`src/sv/bdf1_ram.sv`:
```
`default_nettype none
// ----------------------------------------------------------------------------
// bdf1_ram
// Generic single-write, single-read RAM with registered read data.
// ----------------------------------------------------------------------------
module bdf1_ram #(
  parameter int WIDTH = 8,
  parameter int DEPTH = 2,
  localparam int AW   = (DEPTH > 1) ? $clog2(DEPTH) : 1
) (
  input  wire logic             clk,
  input  wire logic             we,
  input  wire logic [AW-1:0]    waddr,
  input  wire logic [WIDTH-1:0] wdata,
  input  wire logic             re,
  input  wire logic [AW-1:0]    raddr,
  output logic      [WIDTH-1:0] rdata
);

  logic [WIDTH-1:0] mem [DEPTH];

  always_ff @(posedge clk) begin
    if (we) begin
      mem[waddr] <= wdata;
    end
    if (re) begin
      rdata <= mem[raddr];
    end
  end

endmodule
`default_nettype wire

```
`config.mk`:
```
export PLATFORM = sky130hd
export DESIGN_NAME = bdf1_ram
export DESIGN_NICKNAME = d
export VERILOG_FILES = /design/src/sv/bdf1_ram.sv
export SDC_FILE = /design/constraint.sdc
export NUM_CORES = 1
export LEC_CHECK = 0
export ABC_AREA = 1
export BUFFER_PORTS_ARGS = -buffer_cell sky130_fd_sc_hd__buf_2
export CAP_MARGIN = 20
export CORE_MARGIN = 3
export CORE_UTILIZATION = 49
export DETAILED_ROUTE_END_ITERATION = 6
export PLACE_DENSITY_LB_ADDON = 0.05
export SETUP_SLACK_MARGIN = 0.5
export SYNTH_ARGS = -nofsm -noshare
export SYNTH_HDL_FRONTEND = slang
export SYNTH_SLANG_ARGS = --single-unit
export TNS_END_PERCENT = 1
```
`constraint.sdc`:
```
create_clock -name clk -period 1.2 [get_ports clk]
set_input_delay 0.24 -clock clk [delete_from_list [all_inputs] [get_ports clk]]
set_output_delay 0.24 -clock clk [all_outputs]
set_load 0.02 [all_outputs]
```
==> impl_results.md <==
- Total GRT Usage: 10.2%
- Net Sw Frac: 20.5%
- Max Clk Rate: 0.922 GHz
- Most frequent cells in the layout: nand2_1 (25), edfxtp_1 (24), buf_2 (15)
- Vias/cell: 4.83
- P&R area growth vs syn: 21.1%
- Mux share of post-synthesis cell area: 0%
- Worst min-delay path class: primary input to register
- Final hold vios: 0
- Die X: 47.4 um
- Seq pwr share: 68.8%
- Hold path depth: 1
- Req. time, crit path: 0.96 ns
- Min Tclk post-route: 1.08 ns
- Final HPWL DP: 731 um
- # diodes: 0
- Max incr delay on CP: 0.40 ns
- PortBufs: 20
- Actual slew at the worst max-slew pin: 0.243 ns
- Clock share of power: 22.2%
- Final setup violation count: 0
- Post-Synth Simple-Gate Area: 11.6%
- Status: finished clean
- Delay-heaviest family, CP: flip-flops
- Die ar.: 2250 um2
- Crit path arrival time: 0.84 ns
- Per-cell routed wire length: 11.1 um
- Synth Area in Compound Gates: 0%
- Final Power: 1.46 mW
- Final Slew Violations: 0
- Worst Setup End Kind: output pin
- Row cnt: 14
- RePlAce Congestion: 0.655
- Global-route wire length before repair: 1.50 mm
- Unique masters post-synth: 6
- Comb power frac: 9.0%
- DP Worst Slack: 0.226 ns
- Worst skew pair latency: 0.30 ns
- Largest family of logic cells by synthesized area: simple AND/OR/NAND/NOR gates
- Root Buffer: clkbuf_4
- Antenna Nets Post-Route: 0
- Maximum fanout along the worst path: 1
- Core area: 1560 um2
- Sequential cell area fraction in the yosys report: 85.7%
- Worst Setup Start Kind: register
- P_leak: 0.425 nW
- Max-Cap Viols: 0
- Fillers: 116
- Vias: 444
- CP Class: register to output pin
- Non-filler cells, final: 92
- Total gr overflow: 0
- Reg2reg setup slack: 0.46 ns
- Crit-path cells: buf_6
- YS warnings: 0
- WP depth: 1
- Post-Synth Adder-Cell Area: 0%
- Slew HR: 83.8%
- Mapped Nets: 67
- Setup TNS: 0 ns
- Clk buf depth: 2
- Antenna violations before repair: 0
- # hold bufs at CTS: 0
- Initial Utilization: 53.9%
- Ports: 21
- Layout cell share with drive strength beyond 1: 35.5%
- Xor-xnor portion of the synthesized cell area: 0%
- Commonest non-fill, non-tap cell in the layout: nand2_1
- Hold WS: 0.120 ns
- Htree depth: 1
- Switching power: 300 uW
- Critical path's slowest cell: edfxtp_1
- RSZ-0062 raised after global routing: yes
- P_int: 1.16 mW
- Worst vdd ir: 0.880 mV
- Synthesized area: 841 um2
- PD cells: 1430 nW/um2
- Synth Instances: 54
- Drt total wl: 1.02 mm
- Via count of the first global-routing pass: 363
- Die Height: 47.4 um
- Largest net degree at the start of global routing: 13
- CTS sink cnt: 24
- Avg Cell Area, Syn: 15.6 um2
- CTS buffer count: 3
- CTS tree: built
- Nets: 91
- CP Buf/Inv Count: 1
- Reg2Reg Depth: 2
- Post-route DRC: 0
- Synth Register Bits: 24
- DRT iter0 DRCs: 9
- DRT Pass-1 Iters: 4
- Tcrit/Tclk final: 90.4%
- Placed Cells: 89
- Worst-path clk slew: 0.12 ns
- Setup WS post-layout: 0.116 ns
- Clk_skew: 0.000469 ns
- Post-CTS Setup Inserts: 0
[per-stage QoR]
step | area [um2] | util (%)
floorplan | 856 | -
global placement | 965 | 61.9
detailed placement | 965 | 61.9
CTS | 987 | 63.3
global route | 1020 | 65.3
finish | 1020 | 65.3
[power groups by stage]
stage / Combinational [mW] / Sequential [mW] / Clock (mW)
floorplan: 0.0426 / 1.05 / 0
global placement: 0.119 / 1.02 / 0
detailed placement: 0.120 / 1.02 / 0
CTS: 0.121 / 1.00 / 0.333
global route: 0.146 / 1.01 / 0.354
finish: 0.132 / 1.00 / 0.324
[kinds of logic (layout without fill, tap and decap cells)]
family	count (synthesis)	after routing
buf+inv	4	26
flops	24	24
simple gates	26	26
[metal layers]
metal	up-vias	GRT usage [%]	wire (um)
met5	-	0	0
met4	0	8.29	18
met3	4	2.26	81
met2	24	15.2	476
met1	189	12.6	441
li1	227	-	-
[cells in the mapped netlist (all sizes together)]
cell type,count,area share (%)
nand2,25,11
edfxtp,24,86
inv,3,1.3
nor2,1,0.45
buf,1,1.3
[worst paths after layout]
check / startpoint / end
worst min-delay path: wdata[7] / mem[0][7]
worst max-delay path: rdata[4] / rdata[4]
worst max register to register: mem[1][2] / rdata[2]
worst min register to register: mem[0][1] / rdata[1]
[flip-flops by register name, summed over array words and instances (netlist names)]
signal  flops
mem        16
rdata       8
[layout make-up]
class / count / area, um2 / area share [%]
Tap cell: 16 / 20.0 / 1.97
Sequential cell: 24 / 721 / 70.8
Clock buffer: 3 / 22.5 / 2.21
Timing Repair Buffer: 20 / 131 / 12.9
Multi-Input combinational cell: 26 / 105 / 10.3
Inverter: 3 / 18.8 / 1.84
[what timing repair did]
action                                  CTS  global route
cloned                                    0             0
endpoints found under the setup margin   16            16
pin swaps                                 0             0
gates resized for setup                   0            10
endpoints found under the hold margin     0             0
No activity file was read; power rests on OpenSTA's default activity.
