[config.mk]
export PLATFORM = sky130hd
export DESIGN_NAME = bdf1_coef_regs
export DESIGN_NICKNAME = d
export VERILOG_FILES = /design/src/sv/bdf1_pkg.sv /design/src/sv/bdf1_coef_regs.sv
export SDC_FILE = /design/constraint.sdc
export NUM_CORES = 1
export LEC_CHECK = 0
export ABC_CLOCK_PERIOD_IN_PS = 1260
export BUFFER_PORTS_ARGS = -buffer_cell sky130_fd_sc_hd__buf_4
export CORE_MARGIN = 4
export CORE_UTILIZATION = 51
export DETAILED_ROUTE_END_ITERATION = 8
export PLACE_DENSITY = 0.77
export SYNTH_ARGS = -nofsm -noshare
export SYNTH_HDL_FRONTEND = slang
export SYNTH_SLANG_ARGS = --single-unit
export TNS_END_PERCENT = 5
[constraint.sdc]
create_clock -name clk -period 1.26 [get_ports clk]
set_clock_uncertainty 0.15 [all_clocks]
set_input_delay 0.063 -clock clk [delete_from_list [all_inputs] [get_ports clk]]
set_output_delay 0.063 -clock clk [all_outputs]
set_load 0.1 [all_outputs]
[src/sv/bdf1_pkg.sv]
`default_nettype none
// ----------------------------------------------------------------------------
// bdf1_pkg
// Shared types and constants for the direct form I biquad section.
// ----------------------------------------------------------------------------
package bdf1_pkg;

  localparam int COEF_W     = 26;
  localparam int SAMPLE_W   = 24;
  localparam int PROD_W     = COEF_W + SAMPLE_W;
  localparam int ACC_W      = PROD_W + 3;
  localparam int REG_IDX_W  = 3;
  localparam int SAMPLE_MAX = 8388607;
  localparam int SAMPLE_MIN = -8388608;

  localparam int CHANNELS_DEF       = 2;
  localparam int COEF_FRAC_BITS_DEF = 22;

  localparam logic signed [COEF_W-1:0] B0_RESET = 26'sd4194304;

  typedef enum logic [REG_IDX_W-1:0] {
    REG_B0 = 3'd0,
    REG_B1 = 3'd1,
    REG_B2 = 3'd2,
    REG_A1 = 3'd3,
    REG_A2 = 3'd4
  } reg_idx_t;

  typedef struct packed {
    logic signed [COEF_W-1:0] b0;
    logic signed [COEF_W-1:0] b1;
    logic signed [COEF_W-1:0] b2;
    logic signed [COEF_W-1:0] a1;
    logic signed [COEF_W-1:0] a2;
  } coef_set_t;

  // Per-channel history word as held in the state memory
  typedef struct packed {
    logic signed [SAMPLE_W-1:0] x1;
    logic signed [SAMPLE_W-1:0] x2;
    logic signed [SAMPLE_W-1:0] y1;
    logic signed [SAMPLE_W-1:0] y2;
  } hist_t;

  // Control tag that travels with each request down the pipeline
  typedef struct packed {
    logic valid;
    logic channel;
    logic in_range;
  } tag_t;

endpackage
`default_nettype wire

[src/sv/bdf1_coef_regs.sv]
`default_nettype none
// ----------------------------------------------------------------------------
// bdf1_coef_regs
// Coefficient register file, written through the plain configuration port.
// ----------------------------------------------------------------------------
module bdf1_coef_regs
  import bdf1_pkg::*;
(
  input  wire logic                 clk,
  input  wire logic                 rst,
  input  wire logic                 cfg_write,
  input  wire logic [REG_IDX_W-1:0] cfg_index,
  input  wire logic [COEF_W-1:0]    cfg_data,
  output coef_set_t                 coefs
);

  always_ff @(posedge clk) begin
    if (rst) begin
      coefs.b0 <= B0_RESET;
      coefs.b1 <= '0;
      coefs.b2 <= '0;
      coefs.a1 <= '0;
      coefs.a2 <= '0;
    end else if (cfg_write) begin
      unique case (cfg_index)
        REG_B0:  coefs.b0 <= cfg_data;
        REG_B1:  coefs.b1 <= cfg_data;
        REG_B2:  coefs.b2 <= cfg_data;
        REG_A1:  coefs.a1 <= cfg_data;
        REG_A2:  coefs.a2 <= cfg_data;
        default: ; // drop writes beyond the register list
      endcase
    end
  end

endmodule
`default_nettype wire

==> reports/metrics.sh, run 1 <==
POST-CTS-SETUP-BUFFERS=0
KIND_OF_PIN_THE_WORST_PATH_TERMINATES_ON='output port'
OUTCOME='aborted with a tool error'
NUMCTSBUFFERS=17
GLOBALROUTE.REPAIR_TIMING.WORST_ENDPOINT='coefs[90]'
GLOBALPLACE.CONGESTION=0.772
FLOORPLAN_DIE_WIDTH_UM=108
CTS.PATH.MAX_BUFFERS=2
CTS_ROOT_BUFFER='sky130_fd_sc_hd__clkbuf_8'
Y_DIMENSION_OF_THE_DIE_UM=108
DETAILEDPLACE.WORSTSLACK_PS=-101
PORT_BUFFERS=161
YS_FF_LATCH=130
CTS_HTREE_LEVELS=4
TOOL.ERROR='[ERROR DPL-0033] detailed placement checks failed during check placement.'
STAGE_AT_WHICH_THE_FLOW_ENDED='global routing'
GRT_START_MAX_NET_PINS=66
DETAILEDPLACEMENTHPWL_MM=8.90
YS_WARN_COUNT=0
TRITONCTS_NUM_SINKS=130
POSTSYNTHNETCOUNT=488
INITIAL_CORE_UTIL=0.524
IOPINCOUNT=162
POSTSYNTHAREAPERCELL_UM2=11.2
FP-ROW-COUNT=36
MAPPED_AREA_MM2=0.00512
INITIAL_ANTENNA_VIOLATION_COUNT=0
NETLIST-CELL-TYPE-COUNT=13
POST_SYNTHESIS_CELL_COUNT=456
SEQ_AREA_FRAC_SYNTH=0.508
[synth_stat cells]
cell type / instances / area share
sky130_fd_sc_hd__clkbuf_1: 16 / 0.012
sky130_fd_sc_hd__buf_6: 2 / 0.0044
sky130_fd_sc_hd__nor2_1: 2 / 0.0015
sky130_fd_sc_hd__nor4bb_1: 1 / 0.0020
sky130_fd_sc_hd__buf_4: 8 / 0.012
sky130_fd_sc_hd__mux2i_1: 130 / 0.25
sky130_fd_sc_hd__nor4b_1: 1 / 0.0017
sky130_fd_sc_hd__or4b_1: 1 / 0.0020
sky130_fd_sc_hd__buf_2: 6 / 0.0059
sky130_fd_sc_hd__nand2b_1: 155 / 0.19
sky130_fd_sc_hd__nand4b_1: 1 / 0.0017
sky130_fd_sc_hd__dfxtp_1: 130 / 0.51
sky130_fd_sc_hd__nand4bb_1: 3 / 0.0066
[per-stage QoR]
step	util	std cells	TNS, ps	area [um2]
after floorplan	-	456	-14930	5130
after global placement	0.675	737	-669	6600
after detailed placement	0.675	737	-943	6600
after CTS	0.952	800	-2540	9300
[cell families after synthesis]
family / Yosys count / synth area share
simple gates: 164 / 0.205
mux: 130 / 0.254
flops: 130 / 0.508
buf+inv: 32 / 0.0337
[timing repair]
item	CTS
endpoints found under the setup margin	130
pin swaps	0
hold buffers	31
endpoints found under the hold margin	130
gates resized for setup	518
==> run 2, diff against run 1 <==
--- a/config.mk
+++ b/config.mk
@@ -8,9 +8,9 @@
 export ABC_CLOCK_PERIOD_IN_PS = 1260
 export BUFFER_PORTS_ARGS = -buffer_cell sky130_fd_sc_hd__buf_4
 export CORE_MARGIN = 4
-export CORE_UTILIZATION = 51
+export CORE_UTILIZATION = 40
 export DETAILED_ROUTE_END_ITERATION = 8
-export PLACE_DENSITY = 0.77
+export PLACE_DENSITY_LB_ADDON = 0.15
 export SYNTH_ARGS = -nofsm -noshare
 export SYNTH_HDL_FRONTEND = slang
 export SYNTH_SLANG_ARGS = --single-unit
==> reports/metrics.sh, run 2 <==
DPL_CELL_AREA_MM2=0.00665
TNS_PS=0
TIMING_WORST_SETUP_PATH_TYPE='reg -> out'
LAYOUT_MIN_CYCLE_TIME_PS=1240
ANTENNA_VIOLATING_NETS_POST_ROUTE=0
DRT-TOTAL-WL_MM=13.4
FP-ROW-COUNT=41
N_ANTENNA_CELL=0
INITIAL_CORE_UTIL=0.408
INITIALDRTVIOLATIONCOUNT=154
DRTPASS1ITERATIONS=4
VIAS=3860
CRIT_PATH_MAX_INCR_DELAY_PS=370
YOSYSMOSTFREQUENTCELL='sky130_fd_sc_hd__nand2b_1'
CRITPATHREQUIREDTIME_PS=1050
GLOBALPLACE.CONGESTION=0.762
GRT_USAGE=0.188
FLOW.AREA_GROWTH_FROM_SYNTHESIS_PCT=59.9
POSTSYNTHNETCOUNT=488
SYNTH.CELLS.MOST_FREQUENT='sky130_fd_sc_hd__nand2b_1, sky130_fd_sc_hd__dfxtp_1, sky130_fd_sc_hd__mux2i_1, sky130_fd_sc_hd__clkbuf_1, sky130_fd_sc_hd__buf_4'
INITIAL_ANTENNA_VIOLATION_COUNT=0
SYNTH_TOP_CELL_BY_AREA='sky130_fd_sc_hd__dfxtp_1'
CRITICAL_PATH_ARRIVAL_PS=1020
LAYOUT-DRIVE-GT1-SHARE=0.332
NUM-NETS-FINAL=676
WORST_PIN_SLEW_PS=346
CTS_ROOT_BUFFER='sky130_fd_sc_hd__clkbuf_16'
CLK_LATENCY_PS=410
POSTSYNTHAREAPERCELL_UM2=11.2
CTS_HTREE_LEVELS=4
STDCELL_AREA_MM2=0.00819
CRITICAL_PATH_PEAK_FANOUT=2
VIAS_IN_THE_FIRST_GLOBAL_ROUTE=4067
SLEW_VIOL_FINAL=0
LAYOUT_SETUP_WS_PS=22.1
NETLIST-CELL-TYPE-COUNT=13
CP_TOP_FAMILY='flip-flops'
GR-TOTAL-OVERFLOW=0
DETAILEDPLACE.WORSTSLACK_PS=-86.8
FINAL_CELL_MIX='sky130_fd_sc_hd__nand2b_1, sky130_fd_sc_hd__mux2i_1, sky130_fd_sc_hd__dfxtp_1'
FLOORPLAN_DIE_WIDTH_UM=121
PORT_BUFFERS=161
SYNTH_EDF_COUNT=0
REGMOSTFLOPS='coefs'
GRT_PASS1_WL_MM=21.5
CTS.PATH.MAX_BUFFERS=2
TRITONCTS_NUM_SINKS=130
TIMING.SLEW.HEADROOM=0.769
FINAL_COMMON_CELL='sky130_fd_sc_hd__nand2b_1'
YOSYSTOPAREACELLSHARE=0.508
FINAL_MIN_PERIOD_OVER_CLOCK_PERIOD=0.982
MAPPED_AREA_MM2=0.00512
YS_FF_LATCH=130
FINAL_SETUP_VIOLATIONS=0
ROUTED_WIRE_LENGTH_PER_INSTANCE_UM=16.2
GRT_START_MAX_NET_PINS=74
NUMCTSBUFFERS=17
CP_CELL_SEQUENCE='buf_6'
CLOCK_TRANSITION_AT_PATH_REGS_PS=60
CRITPATHLAUNCHTYPE='flop'
NUMBER_OF_FLIP_FLOPS_IN_THE_LARGEST_REGISTER=130
CAP_VIOLATIONS=0
TRITONCTS='built'
POST_SYNTHESIS_CELL_COUNT=456
Y_DIMENSION_OF_THE_DIE_UM=121
VDD_IR_DROP_MAX_uV=737
SEQ_AREA_FRAC_SYNTH=0.508
DIE_AREA_MM2=0.0147
YOSYS_MOST_USED_DFF='sky130_fd_sc_hd__dfxtp_1'
HOLDWS_PS=0.772
IOPINCOUNT=162
SYNTHARSTFLOPSHARE=0
YS_TOP_CELLS_BY_AREA='sky130_fd_sc_hd__dfxtp_1, sky130_fd_sc_hd__mux2i_1, sky130_fd_sc_hd__nand2b_1, sky130_fd_sc_hd__buf_4, sky130_fd_sc_hd__clkbuf_1'
LARGEST_REGISTERS='coefs: 130 flops'
DRT_DRC_VIOLATIONS_LEFT=0
POWER.STATIC_LEAKAGE_nW=3.88
YS_WARN_COUNT=0
CP.BUFFERS_INVERTERS=1
CORE-AREA_MM2=0.0126
FINAL-HOLD-VIOLATION-COUNT=0
MAX_CLOCK_FREQ_MHz=808
CRIT_PATH_END_KIND='output pin'
PWR_DENSITY_mW_PER_MM2=1350
VIAS_PER_INSTANCE=4.66
HOLD_CLASS='in -> reg'
OUTCOME='completed'
GRT_SETUP_UNREPAIRED='true'
CPMAXSTAGEDELAYCELL='sky130_fd_sc_hd__dfxtp_1'
DETAILEDPLACEMENTHPWL_MM=8.89
-- run 2: cell counts after synthesis --
Identical to the previous run, type by type.
-- run 2: path summary, 6_finish.rpt --
| kind | startpoint | to | slack (ps) | cells after the start |
|---|---|---|---|---|
| worst max register to register | coefs[109] | coefs[109] | 420 | 2 |
| worst min-delay path | cfg_index[1] | coefs[105] | 0.8 | 4 |
| worst max-delay path | coefs[20] | coefs[20] | 20 | 1 |
| worst min register to register | coefs[0] | coefs[0] | 330 | 2 |
-- run 2: report_power, final --
| group | switching [mW] | internal, mW | leakage [nW] |
|---|---|---|---|
| combinational | 0.961 | 0.526 | 2.51 |
| sequential | 0.0748 | 4.21 | 1.06 |
| clock | 1.75 | 3.50 | 0.304 |
| total | 2.79 | 8.24 | 3.88 |
-- run 2: layer usage --
metal	wire length, um	vias to the layer above	global-route usage	share of wire
met4	289	0	0.0728	0.021
met3	943	20	0.0681	0.070
li1	-	1881	-	-
met1	5740	1840	0.231	0.43
met2	6480	119	0.302	0.48
met5	0	-	0	0
-- run 2: what timing repair did --
item,in CTS,in global routing
hold endpoints to repair,130,0
hold buffers,26,0
resized for setup,93,78
endpoints found under the setup margin,93,61
cloned,0,0
buffers inserted,0,0
pin swaps,0,0
-- run 2: cell type report --
type	instances	area [um2]
Timing Repair Buffer	201	2350
Tap cell	172	215
Clock buffer	22	484
Clock inverter	9	153
Multi-Input combinational cell	294	2380
Sequential cell	130	2610
Fill cell	941	4370
-- run 2: stage by stage --
stage                     cells   util  total power [mW]
after global routing        828  0.652              11.4
final                       828  0.652              11.0
after floorplan             456      -              5.32
after CTS                   828  0.628              11.1
after global placement      771  0.529              5.68
after detailed placement    771  0.529              5.69
-- run 2: kinds of logic (layout without fill, tap and decap cells) --
family | Yosys count | after routing | synth area share
buf+inv | 32 | 232 | 0.0337
flops | 130 | 130 | 0.508
mux | 130 | 130 | 0.254
simple gates | 164 | 164 | 0.205
-- run 2: worst min-delay path, stage by stage --
cell and delay, ps:
sky130_fd_sc_hd__buf_4 110, sky130_fd_sc_hd__nor4b_2 60, sky130_fd_sc_hd__buf_12 160, sky130_fd_sc_hd__mux2i_1 120
Note: power is estimated with default switching activity, not from simulation.
